<file path="src/rtl/core/lu8_pkg.sv">
`default_nettype none

package lu8_pkg;

	localparam int unsigned ByteW    = 8;
	localparam int unsigned CpW      = 21;
	localparam int unsigned WinDepth = 4;
	localparam int unsigned PendDepth = 3;

	localparam logic [7:0] AsciiLimit = 8'h80;
	localparam logic [7:0] Lead2Mask  = 8'hE0;
	localparam logic [7:0] Lead2Code  = 8'hC0;
	localparam logic [7:0] Lead3Mask  = 8'hF0;
	localparam logic [7:0] Lead3Code  = 8'hE0;
	localparam logic [7:0] Lead4Mask  = 8'hF8;
	localparam logic [7:0] Lead4Code  = 8'hF0;
	localparam logic [7:0] Pay2Mask   = 8'h1F;
	localparam logic [7:0] Pay3Mask   = 8'h0F;
	localparam logic [7:0] Pay4Mask   = 8'h07;
	localparam logic [7:0] ContMask   = 8'h3F;

	// bytes of one finished run, lead first, with its length
	typedef struct packed {
		logic [WinDepth-1:0][ByteW-1:0] bytes;
		logic [2:0]                     n;
		logic                           last;
	} lu8_win_t;

	// code points that one run produces
	typedef struct packed {
		logic [WinDepth-1:0][CpW-1:0] cp;
		logic [2:0]                   cnt;
		logic                         last;
	} lu8_run_t;

	// sequence length opened by a byte, 1 for a lone byte
	function automatic logic [2:0] seq_len(input logic [7:0] b);
		logic [2:0] len;
		len = 3'd1;
		if (b < AsciiLimit) len = 3'd1;
		else if ((b & Lead2Mask) == Lead2Code) len = 3'd2;
		else if ((b & Lead3Mask) == Lead3Code) len = 3'd3;
		else if ((b & Lead4Mask) == Lead4Code) len = 3'd4;
		return len;
	endfunction

endpackage

`default_nettype wire

</file>
<file path="src/rtl/core/lu8_byte_if.sv">
`default_nettype none

interface lu8_byte_if;
	logic       valid;
	logic       ready;
	logic [7:0] text_byte;
	logic       end_of_text;

	modport source (output valid, output text_byte, output end_of_text, input ready);
	modport sink (input valid, input text_byte, input end_of_text, output ready);
endinterface

`default_nettype wire

</file>
<file path="src/rtl/core/lu8_cp_if.sv">
`default_nettype none

interface lu8_cp_if;
	logic        valid;
	logic        ready;
	logic [20:0] code_point;
	logic        run_last;
	logic        text_last;

	modport source (output valid, output code_point, output run_last, output text_last,
		input ready);
	modport sink (input valid, input code_point, input run_last, input text_last,
		output ready);
endinterface

`default_nettype wire

</file>
<file path="src/rtl/core/lu8_run_decode.sv">
`default_nettype none

module lu8_run_decode (
	input  var lu8_pkg::lu8_win_t win,
	output var lu8_pkg::lu8_run_t run
);

	function automatic logic [7:0] byte_at(input lu8_pkg::lu8_win_t w, input logic [3:0] idx);
		logic [7:0] b;
		b = '0;
		if (idx < 4'(lu8_pkg::WinDepth)) b = w.bytes[idx[1:0]];
		return b;
	endfunction

	always_comb begin
		logic [3:0]  pos;
		logic [7:0]  lead;
		logic [2:0]  len;
		logic [20:0] v;
		logic [7:0]  cont;
		pos  = '0;
		v    = '0;
		cont = '0;
		run = '0;
		run.last = win.last;
		// at most four results: walk the run once per slot
		for (int j = 0; j < int'(lu8_pkg::WinDepth); j++) begin
			lead = byte_at(win, pos);
			len  = lu8_pkg::seq_len(lead);
			if (pos < {1'b0, win.n}) begin
				if (len > 3'd1 && (pos + {1'b0, len}) <= {1'b0, win.n}) begin
					case (len)
						3'd2: v = 21'(lead & lu8_pkg::Pay2Mask);
						3'd3: v = 21'(lead & lu8_pkg::Pay3Mask);
						default: v = 21'(lead & lu8_pkg::Pay4Mask);
					endcase
					for (int i = 1; i < int'(lu8_pkg::WinDepth); i++) begin
						cont = byte_at(win, pos + 4'(i));
						if (3'(i) < len) v = {v[14:0], cont[5:0] & lu8_pkg::ContMask[5:0]};
					end
					pos = pos + {1'b0, len};
				end else begin
					v   = 21'(lead);
					pos = pos + 4'd1;
				end
				run.cp[j] = v;
				run.cnt   = 3'(j + 1);
			end
		end
	end

endmodule

`default_nettype wire

</file>
<file path="src/rtl/core/lenient_utf8_decoder_unit.sv">
// Lenient UTF-8 decoder: takes one text byte per cycle on bytes when not stalled and gives
// code points on codes. A complete sequence is registered in the window stage and then in
// the result buffer, which gives its code point. Continuation bytes are merged without
// checking, and stray or invalid bytes come out as their own value. When the final byte
// (end_of_text) lands inside an unfinished sequence, the buffered bytes are replayed and up
// to four results come out, one per cycle from the result buffer while codes is ready; that
// buffer limits the rate: while it is busy, a finished run waits in the window stage and
// holds back new bytes. run_last marks the last result of an input byte, text_last the last of the text.
`default_nettype none

module lenient_utf8_decoder_unit (
	input  wire          clk,
	input  wire          arst_n,
	lu8_byte_if.sink     bytes,
	lu8_cp_if.source     codes
);

	logic [lu8_pkg::PendDepth-1:0][7:0] pend_q;
	logic [1:0]                         pend_cnt_q;

	lu8_pkg::lu8_win_t win_in;
	lu8_pkg::lu8_win_t win_s1;
	logic              valid_s1;
	logic              complete;

	lu8_pkg::lu8_run_t run;
	logic [lu8_pkg::WinDepth-1:0][20:0] buf_cp_q;
	logic [2:0] buf_cnt_q;
	logic [1:0] buf_idx_q;
	logic       buf_end_q;
	logic       buf_valid_q;
	logic       buf_last;
	logic       buf_free;
	logic       out_fire;
	logic       in_fire;
	logic       s1_adv;

	// window = pending bytes followed by the new byte
	always_comb begin
		win_in = '0;
		for (int i = 0; i < int'(lu8_pkg::PendDepth); i++) begin
			if (i < int'(pend_cnt_q)) win_in.bytes[i] = pend_q[i];
		end
		win_in.bytes[pend_cnt_q] = bytes.text_byte;
		win_in.n    = {1'b0, pend_cnt_q} + 3'd1;
		win_in.last = bytes.end_of_text;
	end

	assign complete = bytes.end_of_text || (win_in.n >= lu8_pkg::seq_len(win_in.bytes[0]));

	assign buf_last = (buf_idx_q == 2'(buf_cnt_q - 3'd1));
	assign out_fire = codes.valid && codes.ready;
	assign buf_free = !buf_valid_q || (out_fire && buf_last);
	assign s1_adv   = valid_s1 && buf_free;
	assign bytes.ready = !valid_s1 || buf_free;
	assign in_fire  = bytes.valid && bytes.ready;

	lu8_run_decode u_dec (
		.win (win_s1),
		.run (run)
	);

	always_ff @(posedge clk or negedge arst_n) begin
		if (!arst_n) begin
			pend_cnt_q  <= '0;
			valid_s1    <= 1'b0;
			buf_valid_q <= 1'b0;
			buf_idx_q   <= '0;
		end else begin
			if (in_fire) begin
				if (complete) begin
					pend_cnt_q <= '0;
				end else begin
					pend_q[pend_cnt_q] <= bytes.text_byte;
					pend_cnt_q         <= pend_cnt_q + 2'd1;
				end
				valid_s1 <= complete;
				win_s1   <= win_in;
			end else if (s1_adv) begin
				valid_s1 <= 1'b0;
			end

			if (s1_adv) begin
				buf_valid_q <= 1'b1;
				buf_cp_q    <= run.cp;
				buf_cnt_q   <= run.cnt;
				buf_end_q   <= run.last;
				buf_idx_q   <= '0;
			end else if (out_fire) begin
				// advance within the run, drop the buffer after its last word
				if (buf_last) buf_valid_q <= 1'b0;
				else buf_idx_q <= buf_idx_q + 2'd1;
			end
		end
	end

	assign codes.valid      = buf_valid_q;
	assign codes.code_point = buf_cp_q[buf_idx_q];
	assign codes.run_last   = buf_last;
	assign codes.text_last  = buf_last && buf_end_q;

endmodule

`default_nettype wire

</file>
<file path="src/flat_wrapper.sv">
// flat-port wrapper written by rule: the top's interface ports become plain ports
module lenient_utf8_decoder_unit_flat 
  (clk, arst_n, bytes_valid, bytes_text_byte, bytes_end_of_text, bytes_ready, codes_valid, codes_code_point, codes_run_last, codes_text_last, codes_ready);
  lu8_byte_if bytes_i ();
  lu8_cp_if codes_i ();
  input  wire clk;
  input  wire arst_n;
  input wire logic [$bits(bytes_i.valid)-1:0] bytes_valid;
  input wire logic [$bits(bytes_i.text_byte)-1:0] bytes_text_byte;
  input wire logic [$bits(bytes_i.end_of_text)-1:0] bytes_end_of_text;
  output wire logic [$bits(bytes_i.ready)-1:0] bytes_ready;
  output wire logic [$bits(codes_i.valid)-1:0] codes_valid;
  output wire logic [$bits(codes_i.code_point)-1:0] codes_code_point;
  output wire logic [$bits(codes_i.run_last)-1:0] codes_run_last;
  output wire logic [$bits(codes_i.text_last)-1:0] codes_text_last;
  input wire logic [$bits(codes_i.ready)-1:0] codes_ready;
  assign bytes_i.valid = bytes_valid;
  assign bytes_i.text_byte = bytes_text_byte;
  assign bytes_i.end_of_text = bytes_end_of_text;
  assign bytes_ready = bytes_i.ready;
  assign codes_valid = codes_i.valid;
  assign codes_code_point = codes_i.code_point;
  assign codes_run_last = codes_i.run_last;
  assign codes_text_last = codes_i.text_last;
  assign codes_i.ready = codes_ready;
  lenient_utf8_decoder_unit u_core (.clk(clk), .arst_n(arst_n), .bytes(bytes_i), .codes(codes_i));
endmodule
</file>
<file path="config.mk">
export PLATFORM = sky130hd
export DESIGN_NAME = lenient_utf8_decoder_unit_flat
export DESIGN_NICKNAME = d
export VERILOG_FILES = /design/src/rtl/core/lu8_pkg.sv /design/src/rtl/core/lu8_byte_if.sv /design/src/rtl/core/lu8_cp_if.sv /design/src/rtl/core/lu8_run_decode.sv /design/src/rtl/core/lenient_utf8_decoder_unit.sv /design/src/flat_wrapper.sv
export SDC_FILE = /design/constraint.sdc
export NUM_CORES = 1
export LEC_CHECK = 0
export BUFFER_PORTS_ARGS = -buffer_cell sky130_fd_sc_hd__buf_2
export CAP_MARGIN = 20
export CELL_PAD_IN_SITES_DETAIL_PLACEMENT = 1
export CELL_PAD_IN_SITES_GLOBAL_PLACEMENT = 2
export CORE_MARGIN = 5
export CORE_UTILIZATION = 41
export DETAILED_ROUTE_END_ITERATION = 6
export PLACE_DENSITY = 0.79
export SLEW_MARGIN = 5
export SYNTH_ARGS = -nofsm -noshare
export SYNTH_HDL_FRONTEND = slang
export SYNTH_SLANG_ARGS = --single-unit
</file>
<file path="constraint.sdc">
create_clock -name clk -period 16.3 [get_ports clk]
set_input_delay 1.63 -clock clk [delete_from_list [all_inputs] [get_ports clk]]
set_output_delay 1.63 -clock clk [all_outputs]
set_load 0.05 [all_outputs]
</file>
# Yosys cells after proc, flatten, opt, wreduce, memory -nomap -nowiden
# Cells that the tools add are included.
# classes
n_addsub,16
magnitude_cmp,60
eq_ne,25
n_mux,103
bitwise_logic,1
n_reduce_logical,27
# ops
operator,count
2-to-1 mux 21 bit,12
binary-select mux 8 bit (select 2 bit),12
2-to-1 mux 8 bit,14
2-to-1 mux 6 bit,18
2-to-1 mux 3 bit,21
"< comparator 4 x 3 -> 1 bit, second input constant",12
binary-select mux 21 bit (select 2 bit),1
"< comparator 2 x 3 -> 1 bit, second input constant",14
"< comparator 8 bit, second input constant",5
one-hot mux 5 bit (2 select lines),4
bitwise mux 32 bit,1
"equality test 5 bit, second input constant",5
"adder 4 x 2 -> 4 bit, second input constant",6
bitwise mux 24 bit,1
"equality test 3 x 2 -> 1 bit, second input constant",8
"< comparator 2 x 3 -> 1 bit, first input constant",8
"equality test 4 bit, second input constant",5
2-to-1 mux 4 bit,5
demux 8 bit (select 2 bit),1
AND reduction 2 bit,8
"equality test 3 bit, second input constant",5
"< comparator 1 x 3 -> 1 bit, first input constant",5
"adder 4 x 1 -> 4 bit, second input constant",3
adder 4 x 3 -> 4 bit,3
22 further kinds,55
# totals
reg_bits,153
in_bits,13
wordCells,255

# Depth between registers and ports, before layout
# Gate-level depths: netlist of run 1.
# depth
depth_word,49
depth_mapped,72
mapped_depth_nobuf,63

# By module
# From an unflattened synthesis of run 1, not the netlist that was laid out.
# unflattened
cells_unflattened,1308
hier_area_um2,12550.8
# by_module_without_submodules
module,instances,cells_each,area_per_inst_um2,seq_area_each_um2
lu8_run_decode,1,1027,6685.2,0.0
lenient_utf8_decoder_unit,1,281,5865.6,4564.4

# Worst setup path after synthesis of run 1
# OpenSTA, ideal clock, no wires.
# synth_path
path_type,reg2reg
startpoint,register u_core.win_s1[9] (netlist bit)
endpoint,"register u_core.buf_cp_q[68] (netlist bit), data pin"
setup_time_ns,0.255
t_arrival_ns,12.300
required_time_ns,16.045
slack_ns,3.745
stages_incl_launch_ff,67
synth_period_minus_slack_ns,12.555
path_cell_list,edfxtp_1 > buf_2 > nand2_2 > or3_1 > buf_4 > clkinv_4 > ha_1 > o21a_1 > a21o_2 > buf_6 > nand2_2 > o221a_1 > nand2_1 > nor4_1 > clkbuf_1 > clkbuf_1 > nor2_1 > ha_1 > [31 not listed] > nand2_4 > inv_4 > mux4_2 > nor3_1 > buf_2 > nor2_1 > ha_1 > fa_1 > ha_1 > a21o_1 > a21oi_1 > a31oi_1 > nor2_1 > o21a_1 > buf_2 > buf_6 > o211ai_1 > and3_1
# synth_between
elab_chain_len,48
word_cells_on_any_way,92
cone_classes,add/sub (8); order compare (24); eq/ne (12); mux (44); reduce/logical (4)
# synth_lines
item,line,text
from (decl),lenient_utf8_decoder_unit.sv:22,lu8_pkg::lu8_win_t win_s1;
from (signal assigned),lenient_utf8_decoder_unit.sv:78,win_s1 <= win_in;
"parallel branches: the longest is 48 deep, another holds < comparator 8 bit",--,
to (signal assigned),lenient_utf8_decoder_unit.sv:85,buf_cp_q <= run.cp;
to (decl),lenient_utf8_decoder_unit.sv:27,logic [lu8_pkg::WinDepth-1:0][20:0] buf_cp_q;
# Parallel ways; which one is timed is not known. The select of a mux whose other input is x is not followed.
# A chain may end at the register's enable or synchronous reset.

# Final worst setup path of run 1
# layout_path
startpoint,register u_core.win_s1[11] (netlist bit)
endpoint,"register u_core.buf_cp_q[76] (netlist bit), data pin"
# layout_between
elab_chain_len,47
word_cells_on_any_way,83
cone_classes,add/sub (6); order compare (22); eq/ne (12); mux (38); reduce/logical (5)
# layout_lines
item
"parallel branches: the longest is 47 deep, another holds < comparator 8 bit"
# Parallel ways; which one is timed is not known. The select of a mux whose other input is x is not followed.

==> results of run 1 <==
[layout make-up]
class,count,area (µm²)
clock buffers,18,429.2
clock inverters,14,183.9
fillers,3283,15620
inverters,47,187.7
multi-input cells,981,6852
flip-flops and latches,153,4564
well taps,384,480.5
repair buffers,74,459.2
[state kept, by name, summed over array words and instances (netlist names), 2 cells and up]
| register | cells |
|---|---|
| u_core.buf_cp_q | 84 |
| u_core.win_s1 | 36 |
| u_core.pend_q | 24 |
| u_core.buf_cnt_q | 2 |
| u_core.buf_idx_q | 2 |
| u_core.pend_cnt_q | 2 |
[through the flow]
stage / cell area, µm² / std cells
after floorplan: 11950 / 1267
after global placement: 12520 / 1636
after detailed placement: 12520 / 1637
after CTS: 13140 / 1669
after global routing: 13160 / 1671
final: 13160 / 1671
[how the worst max path moves through the flow]
stage | endpoint | slack [ns] | cells past startpoint
final | u_core.buf_cp_q[76]$_SDFFCE_PN0P_ | 1.22 | 58
after floorplan | u_core.buf_cp_q[68]$_SDFFCE_PP0P_ | 3.74 | 66
after global routing | u_core.buf_cp_q[78]$_SDFFCE_PN0P_ | 0.25 | 58
after detailed placement | u_core.buf_cp_q[78]$_SDFFCE_PN0P_ | 1.26 | 58
after CTS | u_core.buf_cp_q[78]$_SDFFCE_PN0P_ | 1.22 | 58
after global placement | u_core.buf_cp_q[78]$_SDFFCE_PN0P_ | 1.82 | 56
[Yosys cell counts (14+ instances only)]
cell,n,area (µm²)
sky130_fd_sc_hd__ha_1,44,550.5
sky130_fd_sc_hd__o21ai_0,62,310.3
sky130_fd_sc_hd__a21oi_1,73,365.4
sky130_fd_sc_hd__o211ai_1,27,202.7
sky130_fd_sc_hd__a31oi_1,14,87.58
sky130_fd_sc_hd__inv_1,36,135.1
sky130_fd_sc_hd__and2_1,24,150.1
sky130_fd_sc_hd__buf_1,14,52.55
sky130_fd_sc_hd__nor3_1,26,130.1
sky130_fd_sc_hd__a211oi_1,28,210.2
sky130_fd_sc_hd__nand2_1,183,686.9
sky130_fd_sc_hd__and3_1,26,162.7
sky130_fd_sc_hd__nor2_1,121,454.2
sky130_fd_sc_hd__nand2b_1,18,112.6
sky130_fd_sc_hd__nand3_1,39,195.2
sky130_fd_sc_hd__mux2i_1,39,390.4
sky130_fd_sc_hd__edfxtp_1,147,4414
sky130_fd_sc_hd__mux4_2,37,833.3
sky130_fd_sc_hd__clkbuf_1,55,206.5
[metal layers]
layer,part of all wire,GRT usage,routed length (µm),vias up
met4,0.046,0.1261,2226,4
li1,-,-,-,4796
met3,0.069,0.05148,3351,101
met1,0.43,0.3921,20710,5391
met5,0.00043,0,21,-
met2,0.46,0.4616,22170,471
[logic make-up after synthesis]
kind of cell               count (synthesis)
and+or+nand+nor                          494
adders and majority gates                 46
buffers and inverters                    133
xor gates and xnor gates                   9
muxes                                     90
AOI/OAI and AO/OA                        342
DFF                                      153
[timing repair]
action	in CTS	in global routing
setup buffers	0	2
setup endpoints to repair	0	16
endpoints found under the hold margin	0	0
gates resized for setup	0	1
==> reports/summary.log, run 1 <==
INFO  yosys          synthFlopType=sky130_fd_sc_hd__edfxtp_1
INFO  yosys          synth-async-reset-ratio=0.03922
INFO  placed_design  placement.setup.worst_slack=1.263ns
INFO  sta            finalSetupViolations=0
INFO  yosys          synth_top_family_by_area=compound AO/OA/AOI/OAI gates
INFO  yosys          yosysWarningCount=0
INFO  yosys          synth-adder-area-share=0.04941
INFO  clocking       h_tree_level_count=4
INFO  global_route   grt_start_max_net_pins=88
INFO  global_route   grt_antenna_before_repair=2
INFO  worst_setup_path worst-setup-path-type=flop to flop
INFO  placed_design  gp_congestion=0.9676
INFO  worst_hold_path worst_hold_path.endpoint=u_core.buf_end_q$_DFFE_PP_
INFO  worst_setup_path worstPathArrival=15.35ns
INFO  global_route   first_global_vias=10,630
INFO  clocking       clockBufferDepth=2
INFO  floorplan      floorplan.die.width=180.7µm
INFO  worst_setup_path critical_path.startpoint_type=flop
INFO  yosys          synth.cell_area=0.01195mm²
INFO  yosys          count_of_flip_flops_with_a_built_in_enable_after_synthesis=147
INFO  job            max_cap_violations=0
INFO  worst_setup_path critical_path.n_buffers_inverters=8
INFO  clocking       clock_tree_from_tritoncts=yes
INFO  yosys          area_fraction_in_compound_gates_after_synthesis=0.2057
INFO  yosys          mappedNetlistNets=1,326
INFO  worst_setup_path worst-path-max-fanout=31
INFO  yosys          synth-xor-area-share=0.006595
INFO  clocking       clock_sinks=153
INFO  routing        drt_drc_violations_left=0
INFO  sta            layout_setup_ws=1.218ns
INFO  sta            grt_setup_unrepaired=no
INFO  clocking       clock_latency_at_the_later_pin_of_the_worst_skew_pair=0.44ns
INFO  yosys          synth.distinct_cells=103
INFO  sta            finalHoldWorstSlack=0.5264ns
INFO  sta            setup_total_negative_slack=0ns
INFO  worst_hold_path holdCritStartpoint=u_core.win_s1[0]$_DFFE_PP_
INFO  run_status     outcome=complete, no violations
INFO  global_route   globalRouteTotalUtil=0.2908
INFO  sta            timing.slew.headroom=0.2281
INFO  clocking       path_clk_slew=0.07ns
INFO  global_route   grt_first_pass_wirelength=71,060µm
INFO  routing        antenna_left=0
INFO  yosys          synth_cells=1,267
INFO  final_layout   layout-area-overhead-vs-synth=10.07%
INFO  worst_setup_path critical_path.reg2reg.startpoint=u_core.win_s1[11]$_DFFE_PP_
INFO  routing        first_pass_iters=5
INFO  yosys          ys_seq_area_frac=0.3819
INFO  worst_setup_path worst_path_most_repeated_cell=sky130_fd_sc_hd__ha_1
INFO  final_layout   antenna_cells=0
INFO  clocking       tritoncts.num_buffers=17
INFO  worst_setup_path cpLargestDelayFamily=compound AO/OA/AOI/OAI gates
INFO  yosys          postSynthRegisterBits=153
INFO  sta            fin_worst_skew=0.01358ns
INFO  sta            final-max-slew-violation-count=0
INFO  worst_setup_path startpoint=u_core.win_s1[11]$_DFFE_PP_
INFO  worst_setup_path crit_path_end_kind=flop
INFO  worst_hold_path hp-class=flop to flop
INFO  floorplan      core_region_area=0.02878mm²
INFO  yosys          postSynthAreaPerCell=9.434µm²
INFO  final_layout   layout_common_cells=sky130_fd_sc_hd__nand2_1 (183), sky130_fd_sc_hd__edfxtp_1 (147), sky130_fd_sc_hd__nor2_1 (121)
INFO  final_layout   final_common_cell=sky130_fd_sc_hd__nand2_1
INFO  routing        detail_route.iter0.violations=1,136
INFO  final_layout   post-route-util=0.4571
INFO  worst_setup_path worst_path_largest_cell_delay=0.68ns
INFO  sta            worstMarginPinSlew=1.154ns
INFO  floorplan      floorplan.initialDensity=0.4153
INFO  routing        routed_wl=48,480µm
INFO  worst_setup_path crit_required=16.57ns
INFO  floorplan      ioPinCount=38
INFO  clocking       ctsHoldBuffers=0
INFO  sta            timing_hold_violations_final=0
INFO  worst_setup_path worst-r2r-setup-slack=1.22ns
INFO  routing        drt-wirelength-per-cell=29.01µm
INFO  routing        detailroute.via_count=10,760
INFO  final_layout   drive_gt1_frac=0.1639
INFO  yosys          synth.mux.area_fraction=0.1159
INFO  yosys          post_synth_and_or_nand_nor_area_fraction=0.1937
INFO  placed_design  post-dp-hpwl=35,440µm
INFO  worst_setup_path slowest_stage=sky130_fd_sc_hd__a311oi_2
INFO  sta            max_freq=66.30MHz
INFO  worst_hold_path min_path_cells=0
INFO  sta            post-route-period-util=0.9253
INFO  worst_setup_path ff2ff_path_depth=58
INFO  routing        vias_per_cell=6.441
INFO  floorplan      rows=62
INFO  clocking       clk_root_buffer_cell=sky130_fd_sc_hd__clkbuf_16
INFO  floorplan      die-height=180.7µm
INFO  worst_setup_path crit-reg2reg-capture=u_core.buf_cp_q[76]$_SDFFCE_PN0P_
INFO  floorplan      die_area=0.03267mm²
INFO  sta            fin_crit=15.08ns
INFO  final_layout   layout.nets=1,333
INFO  placed_design  io_buffers=37
INFO  global_route   globalRouteOverflowTotal=0
Power of run 1 is left out: the tool's default activity adds up to more than one toggle a clock period on the data nets, which glitch-free logic cannot reach.
==> run 2: changes to the inputs <==
--- a/config.mk
+++ b/config.mk
@@ -13,6 +13,7 @@
 export CORE_UTILIZATION = 41
 export DETAILED_ROUTE_END_ITERATION = 6
 export PLACE_DENSITY = 0.79
+export REMOVE_ABC_BUFFERS = 1
 export SLEW_MARGIN = 5
 export SYNTH_ARGS = -nofsm -noshare
 export SYNTH_HDL_FRONTEND = slang
==> run 2 against run 1 <==
Net effect: sequential share of layout area grew 0.16 points; design area down 0.45%; via count increased by 0.79%; first-iteration DRC count rose by 8.5%; largest cell class unchanged; die area is the same; critical path depth unchanged; wire length shrank 0.95%.
==> reports/summary.log, run 2 (same netlist as run 1, synthesis figures left out) <==
INFO  sta            final-max-slew-violation-count=0 [unchanged]
INFO  worst_setup_path worst_path_largest_cell_delay=0.64ns [was 0.68 ns]
INFO  clocking       h_tree_level_count=4 [unchanged]
INFO  placed_design  dpl.cell_count=1,632 [was 1,637]
INFO  clocking       clockBufferDepth=2 [unchanged]
INFO  global_route   globalRouteOverflowTotal=0 [unchanged]
INFO  worst_hold_path worst_hold_path.endpoint=u_core.buf_end_q$_DFFE_PP_ [unchanged]
INFO  final_layout   register_with_the_most_flip_flops=u_core.buf_cp_q [unchanged]
INFO  final_layout   post-route-util=0.4551 [was 0.4571]
INFO  floorplan      floorplan.die.width=180.7µm [unchanged]
INFO  clocking       clock_tree_from_tritoncts=yes [unchanged]
INFO  worst_setup_path worst-path-max-fanout=26 [was 31]
INFO  worst_setup_path worst-r2r-setup-slack=0.94ns [was 1.22 ns]
INFO  sta            fin_worst_skew=0.01450ns [was 0.01358 ns]
INFO  clocking       clk_root_buffer_cell=sky130_fd_sc_hd__clkbuf_16 [unchanged]
INFO  placed_design  gp_congestion=0.9552 [was 0.9676]
INFO  worst_setup_path crit_path_end_kind=flop [unchanged]
INFO  sta            fin_crit=15.36ns [was 15.08 ns]
INFO  global_route   grt_start_max_net_pins=82 [was 88]
INFO  worst_setup_path critical_path.reg2reg.startpoint=u_core.win_s1[9]$_DFFE_PP_ [was u_core.win_s1[11]$_DFFE_PP_]
INFO  final_layout   antenna_cells=0 [unchanged]
INFO  routing        antenna_left=0 [unchanged]
INFO  placed_design  io_buffers=37 [unchanged]
INFO  routing        drt-wirelength-per-cell=28.86µm [was 29.01 µm]
INFO  sta            finalHoldWorstSlack=0.4133ns [was 0.5264 ns]
INFO  global_route   globalRouteTotalUtil=0.2882 [was 0.2908]
INFO  sta            post-route-period-util=0.9426 [was 0.9253]
INFO  worst_hold_path holdCritStartpoint=u_core.win_s1[0]$_DFFE_PP_ [unchanged]
INFO  floorplan      core_region_area=0.02878mm² [unchanged]
INFO  worst_setup_path worst-setup-path-type=flop to flop [unchanged]
INFO  run_status     outcome=complete, no violations [unchanged]
INFO  routing        vias_per_cell=6.519 [was 6.441]
INFO  final_layout   largest_register_ff_count=84 [unchanged]
INFO  final_layout   layout_common_cells=sky130_fd_sc_hd__nand2_1 (183), sky130_fd_sc_hd__edfxtp_1 (147), sky130_fd_sc_hd__nor2_1 (121) [unchanged]
INFO  global_route   grt_antenna_before_repair=3 [was 2]
INFO  routing        drt_drc_violations_left=0 [unchanged]
INFO  clocking       tritoncts.num_buffers=17 [unchanged]
INFO  sta            finalSetupViolations=0 [unchanged]
INFO  final_layout   stdcell_area=0.01310mm² [was 0.01316 mm²]
INFO  clocking       clock_sinks=153 [unchanged]
INFO  final_layout   reg.largest.list=u_core.buf_cp_q: 84 flops, u_core.win_s1: 36 flops, u_core.pend_q: 24 flops [unchanged]
INFO  clocking       ctsHoldBuffers=0 [unchanged]
INFO  placed_design  post-dp-hpwl=35,710µm [was 35,440 µm]
INFO  routing        detailroute.via_count=10,850 [was 10,760]
INFO  worst_setup_path worstPathArrival=15.63ns [was 15.35 ns]
INFO  sta            grt_setup_unrepaired=no [unchanged]
INFO  worst_hold_path min_path_cells=0 [unchanged]
INFO  clocking       postCtsSetupRepairBufs=0 [unchanged]
INFO  worst_setup_path crit_required=16.56ns [was 16.57 ns]
INFO  final_layout   drive_gt1_frac=0.1609 [was 0.1639]
INFO  routing        detail_route.iter0.violations=1,233 [was 1,136]
INFO  sta            timing_hold_violations_final=0 [unchanged]
INFO  final_layout   final_common_cell=sky130_fd_sc_hd__nand2_1 [unchanged]
INFO  final_layout   finalNonFillerCells=1,664 [was 1,671]
INFO  worst_setup_path ff2ff_path_depth=58 [unchanged]
INFO  placed_design  placement.cell_area=0.01249mm² [was 0.01252 mm²]
INFO  floorplan      floorplan.initialDensity=0.4153 [unchanged]
INFO  clocking       clock_latency_at_the_later_pin_of_the_worst_skew_pair=0.43ns [was 0.44 ns]
INFO  worst_hold_path hp-class=flop to flop [unchanged]
INFO  global_route   grt_first_pass_wirelength=71,570µm [was 71,060 µm]
INFO  floorplan      die-height=180.7µm [unchanged]
INFO  floorplan      ioPinCount=38 [unchanged]
INFO  worst_setup_path crit-reg2reg-capture=u_core.buf_cp_q[74]$_SDFFCE_PN0P_ [was u_core.buf_cp_q[76]$_SDFFCE_PN0P_]
INFO  job            max_cap_violations=0 [unchanged]
INFO  clocking       cts_repair_resize_count=0 [unchanged]
INFO  sta            max_freq=65.09MHz [was 66.30 MHz]
INFO  clocking       path_clk_slew=0.07ns [about the same]
INFO  worst_setup_path critical_path.startpoint_type=flop [unchanged]
INFO  floorplan      die_area=0.03267mm² [unchanged]
INFO  floorplan      rows=62 [unchanged]
INFO  global_route   first_global_vias=10,650 [was 10,630]
INFO  routing        routed_wl=48,020µm [was 48,480 µm]
INFO  routing        first_pass_iters=5 [unchanged]
INFO  sta            worstMarginPinSlew=1.175ns [was 1.154 ns]
INFO  final_layout   layout-area-overhead-vs-synth=9.578% [was 10.07%]
INFO  sta            timing.slew.headroom=0.2116 [was 0.2281]
INFO  worst_setup_path worst_path_most_repeated_cell=sky130_fd_sc_hd__ha_1 [unchanged]
INFO  worst_setup_path slowest_stage=sky130_fd_sc_hd__mux4_2 [was sky130_fd_sc_hd__a311oi_2]
INFO  final_layout   layout.nets=1,326 [was 1,333]
## run 2: routing by layer
metal	wire length, µm	global-route usage	vias up
met2	21840	0.4591	541
met4	2194	0.1107	2
met3	3610	0.05208	121
li1	-	-	4779
met5	14	0	-
met1	20360	0.3927	5405
## run 2: worst max-delay path by stage
stage                               start                                 to  slack [ns]  cells after the start
6_report       u_core.win_s1[9]$_DFFE_PP_  u_core.buf_cp_q[74]$_SDFFCE_PN0P_        0.94                     58
5_1_grt        u_core.win_s1[9]$_DFFE_PP_  u_core.buf_cp_q[74]$_SDFFCE_PN0P_        0.08                     59
4_1_cts        u_core.win_s1[9]$_DFFE_PP_  u_core.buf_cp_q[74]$_SDFFCE_PN0P_        1.21                     59
3_5_place_dp   u_core.win_s1[9]$_DFFE_PP_  u_core.buf_cp_q[74]$_SDFFCE_PN0P_        1.30                     59
3_3_place_gp   u_core.win_s1[8]$_DFFE_PP_  u_core.buf_cp_q[77]$_SDFFCE_PN0P_        2.06                     60
2_1_floorplan  u_core.win_s1[9]$_DFFE_PP_  u_core.buf_cp_q[77]$_SDFFCE_PN0P_        -0.1                     57
## run 2: critical path: cells and delay by family, from the launching register on
kind / cells / cell delay (ns)
simple gates: 23 / 4.64
compound gates: 15 / 4.32
fa+ha+maj: 10 / 2.99
buf+inv: 7 / 1.60
mux: 2 / 0.77
flops: 1 / 0.62
xor+xnor: 1 / 0.21
## run 2: final cells by class
class                   count  area (µm²)
clock inverters            15       185.2
repair buffers             67       410.4
flip-flops and latches    153        4564
inverters                  47       183.9
well taps                 384       480.5
clock buffers              17       425.4
fillers                  3255       15680
multi-input cells         981        6848
## run 2: metrics by stage
stage / worst slack (ns) / TNS (ns)
2_1_floorplan: -0.09820 / -0.8982
3_3_place_gp: 2.062 / 0
3_5_place_dp: 1.297 / 0
4_1_cts: 1.207 / 0
5_1_grt: 0.08185 / 0
6_report: 0.9361 / 0
Power of run 2 is left out for the same reason.
==> run 3: changes to the inputs <==
--- a/config.mk
+++ b/config.mk
@@ -5,13 +5,13 @@
 export SDC_FILE = /design/constraint.sdc
 export NUM_CORES = 1
 export LEC_CHECK = 0
-export BUFFER_PORTS_ARGS = -buffer_cell sky130_fd_sc_hd__buf_2
 export CAP_MARGIN = 20
 export CELL_PAD_IN_SITES_DETAIL_PLACEMENT = 1
 export CELL_PAD_IN_SITES_GLOBAL_PLACEMENT = 2
 export CORE_MARGIN = 5
-export CORE_UTILIZATION = 41
+export CORE_UTILIZATION = 42
 export DETAILED_ROUTE_END_ITERATION = 6
+export DONT_BUFFER_PORTS = 1
 export PLACE_DENSITY = 0.79
 export REMOVE_ABC_BUFFERS = 1
 export SLEW_MARGIN = 5
==> run 3 against run 2 <==
Net effect: sequential share of layout area increased by 0.46 points; utilization increased by 0.76 points; flip-flop and latch count unchanged; clock skew decreased by 0.0044 ns; largest cell class unchanged.
==> reports/summary.log, run 3 (same netlist as run 1, synthesis figures left out) <==
INFO  final_layout   finalNonFillerCells=1,624 [was 1,664]
INFO  global_route   globalRouteTotalUtil=0.2997 [was 0.2882]
INFO  routing        drt-wirelength-per-cell=29.15µm [was 28.86 µm]
INFO  final_layout   layout.nets=1,293 [was 1,326]
INFO  worst_setup_path crit-reg2reg-capture=u_core.buf_cp_q[76]$_SDFFCE_PN0P_ [was u_core.buf_cp_q[74]$_SDFFCE_PN0P_]
INFO  final_layout   reg.largest.list=u_core.buf_cp_q: 84 flops, u_core.win_s1: 36 flops, u_core.pend_q: 24 flops [unchanged]
INFO  worst_hold_path min_path_cells=0 [unchanged]
INFO  global_route   grt_antenna_before_repair=2 [was 3]
INFO  worst_setup_path critical_path.reg2reg.startpoint=u_core.win_s1[8]$_DFFE_PP_ [was u_core.win_s1[9]$_DFFE_PP_]
INFO  final_layout   drive_gt1_frac=0.1380 [was 0.1609]
INFO  clocking       tritoncts.num_buffers=17 [unchanged]
INFO  floorplan      rows=61 [was 62]
INFO  worst_setup_path worstPathArrival=15.43ns [was 15.63 ns]
INFO  routing        vias_per_cell=6.478 [was 6.519]
INFO  clocking       path_clk_slew=0.07ns [about the same]
INFO  worst_hold_path holdCritStartpoint=u_core.win_s1[0]$_DFFE_PP_ [unchanged]
INFO  worst_setup_path worst-path-max-fanout=31 [was 26]
INFO  routing        antenna_left=0 [unchanged]
INFO  sta            post-route-period-util=0.9300 [was 0.9426]
INFO  clocking       clock_tree_from_tritoncts=yes [unchanged]
INFO  sta            final-max-slew-violation-count=0 [unchanged]
INFO  worst_setup_path crit_required=16.57ns [was 16.56 ns]
INFO  job            max_cap_violations=0 [unchanged]
INFO  sta            fin_crit=15.16ns [was 15.36 ns]
INFO  routing        detailroute.via_count=10,520 [was 10,850]
INFO  worst_hold_path worst_hold_path.endpoint=u_core.buf_end_q$_DFFE_PP_ [unchanged]
INFO  floorplan      ioPinCount=38 [unchanged]
INFO  worst_setup_path slowest_stage=sky130_fd_sc_hd__mux4_2 [unchanged]
INFO  global_route   globalRouteOverflowTotal=0 [unchanged]
INFO  floorplan      die_area=0.03193mm² [was 0.03267 mm²]
INFO  clocking       h_tree_level_count=4 [unchanged]
INFO  sta            timing.slew.headroom=0.2891 [was 0.2116]
INFO  routing        detail_route.iter0.violations=1,117 [was 1,233]
INFO  clocking       clockBufferDepth=2 [unchanged]
INFO  routing        drt_drc_violations_left=0 [unchanged]
INFO  placed_design  io_buffers=0 [was 37]
INFO  sta            timing_hold_violations_final=0 [unchanged]
INFO  clocking       clock_latency_at_the_later_pin_of_the_worst_skew_pair=0.44ns [was 0.43 ns]
INFO  final_layout   largest_register_ff_count=84 [unchanged]
INFO  worst_setup_path worst-setup-path-type=flop to flop [unchanged]
INFO  floorplan      die-height=178.7µm [was 180.7 µm]
INFO  sta            worstMarginPinSlew=1.066ns [was 1.175 ns]
INFO  worst_hold_path hp-class=flop to flop [unchanged]
INFO  worst_setup_path worst_path_most_repeated_cell=sky130_fd_sc_hd__ha_1 [unchanged]
INFO  final_layout   layout_common_cells=sky130_fd_sc_hd__nand2_1 (183), sky130_fd_sc_hd__edfxtp_1 (147), sky130_fd_sc_hd__nor2_1 (121) [unchanged]
INFO  worst_setup_path worst-r2r-setup-slack=1.14ns [was 0.94 ns]
INFO  worst_setup_path crit_path_end_kind=flop [unchanged]
INFO  placed_design  dpl.cell_count=1,593 [was 1,632]
INFO  global_route   first_global_vias=10,490 [was 10,650]
INFO  floorplan      core_region_area=0.02793mm² [was 0.02878 mm²]
INFO  floorplan      floorplan.die.width=178.7µm [was 180.7 µm]
INFO  sta            grt_setup_unrepaired=no [unchanged]
INFO  sta            fin_worst_skew=0.01009ns [was 0.01450 ns]
INFO  worst_setup_path worst_path_largest_cell_delay=0.67ns [was 0.64 ns]
INFO  clocking       clock_sinks=153 [unchanged]
INFO  final_layout   final_common_cell=sky130_fd_sc_hd__nand2_1 [unchanged]
INFO  final_layout   register_with_the_most_flip_flops=u_core.buf_cp_q [unchanged]
INFO  final_layout   antenna_cells=0 [unchanged]
INFO  global_route   grt_first_pass_wirelength=69,880µm [was 71,570 µm]
INFO  final_layout   layout-area-overhead-vs-synth=8.144% [was 9.578%]
INFO  placed_design  post-dp-hpwl=35,520µm [was 35,710 µm]
INFO  clocking       clk_root_buffer_cell=sky130_fd_sc_hd__clkbuf_16 [unchanged]
INFO  worst_setup_path startpoint=u_core.win_s1[8]$_DFFE_PP_ [was u_core.win_s1[9]$_DFFE_PP_]
INFO  placed_design  gp_congestion=0.9680 [was 0.9552]
INFO  global_route   grt_start_max_net_pins=65 [was 82]
INFO  final_layout   post-route-util=0.4627 [was 0.4551]
INFO  worst_setup_path critical_path.startpoint_type=flop [unchanged]
INFO  worst_setup_path ff2ff_path_depth=63 [was 58]
INFO  run_status     outcome=complete, no violations [unchanged]
INFO  routing        first_pass_iters=5 [unchanged]
INFO  floorplan      floorplan.initialDensity=0.4279 [was 0.4153]
INFO  routing        routed_wl=47,340µm [was 48,020 µm]
INFO  sta            max_freq=65.96MHz [was 65.09 MHz]
INFO  clocking       postCtsSetupRepairBufs=0 [unchanged]
INFO  sta            finalSetupViolations=0 [unchanged]
run 3: area by class of cell:
type                       instances  area, µm²
inverter                          47      183.9
clock buffer                      17      425.4
fill                            3135      15010
clock inverter                    14      170.2
tap                              378      473.0
timing repair buffer              34      255.2
multi-input combinational        981       6854
sequential                       153       4564
run 3: how the worst max path moves through the flow:
stage | endpoint | slack [ns]
3_3_place_gp | u_core.buf_cp_q[77]$_SDFFCE_PN0P_ | 1.54
4_1_cts | u_core.buf_cp_q[76]$_SDFFCE_PN0P_ | 0.91
3_5_place_dp | u_core.buf_cp_q[76]$_SDFFCE_PN0P_ | 1.0
6_report | u_core.buf_cp_q[76]$_SDFFCE_PN0P_ | 1.14
5_1_grt | u_core.buf_cp_q[76]$_SDFFCE_PN0P_ | 0.19
2_1_floorplan | u_core.buf_cp_q[77]$_SDFFCE_PN0P_ | -0.1
run 3: worst max-delay path: cells and delay by family (launching register included):
kind,cells,cell delay [ns]
buffers and inverters,11,2.61
AND/OR/NAND/NOR,23,4.15
multiplexers,2,0.79
adder cells (fa/ha/maj),10,2.99
flip-flops,1,0.33
AO/OA/AOI/OAI,16,3.85
XOR/XNOR,1,0.21
run 3: repair_timing:
| action | 4_1_cts | 5_1_grt |
|---|---|---|
| hold buffers | 0 | 0 |
| endpoints found under the setup margin | 0 | 20 |
| resized for setup | 0 | 3 |
run 3: per-layer routing:
| metal | track usage | vias to the layer above | wire length, µm |
|---|---|---|---|
| li1 | - | 4709 | - |
| met4 | 0.1532 | 4 | 2767 |
| met2 | 0.4759 | 481 | 21420 |
| met5 | 0 | - | 34 |
| met1 | 0.3955 | 5209 | 19820 |
| met3 | 0.05061 | 117 | 3296 |
run 3: through the flow:
stage	hold slack (ns)	worst slack (ns)	cell area, µm²	setup TNS [ns]
4_1_cts	0.4271	0.9123	12920	0
2_1_floorplan	0.4003	-0.09820	11580	-0.8982
3_3_place_gp	0.4065	1.536	12320	0
5_1_grt	0.4287	0.1884	12930	0
6_report	0.4247	1.140	12930	0
3_5_place_dp	0.4147	0.9960	12320	0
Power of run 3 is left out for the same reason.
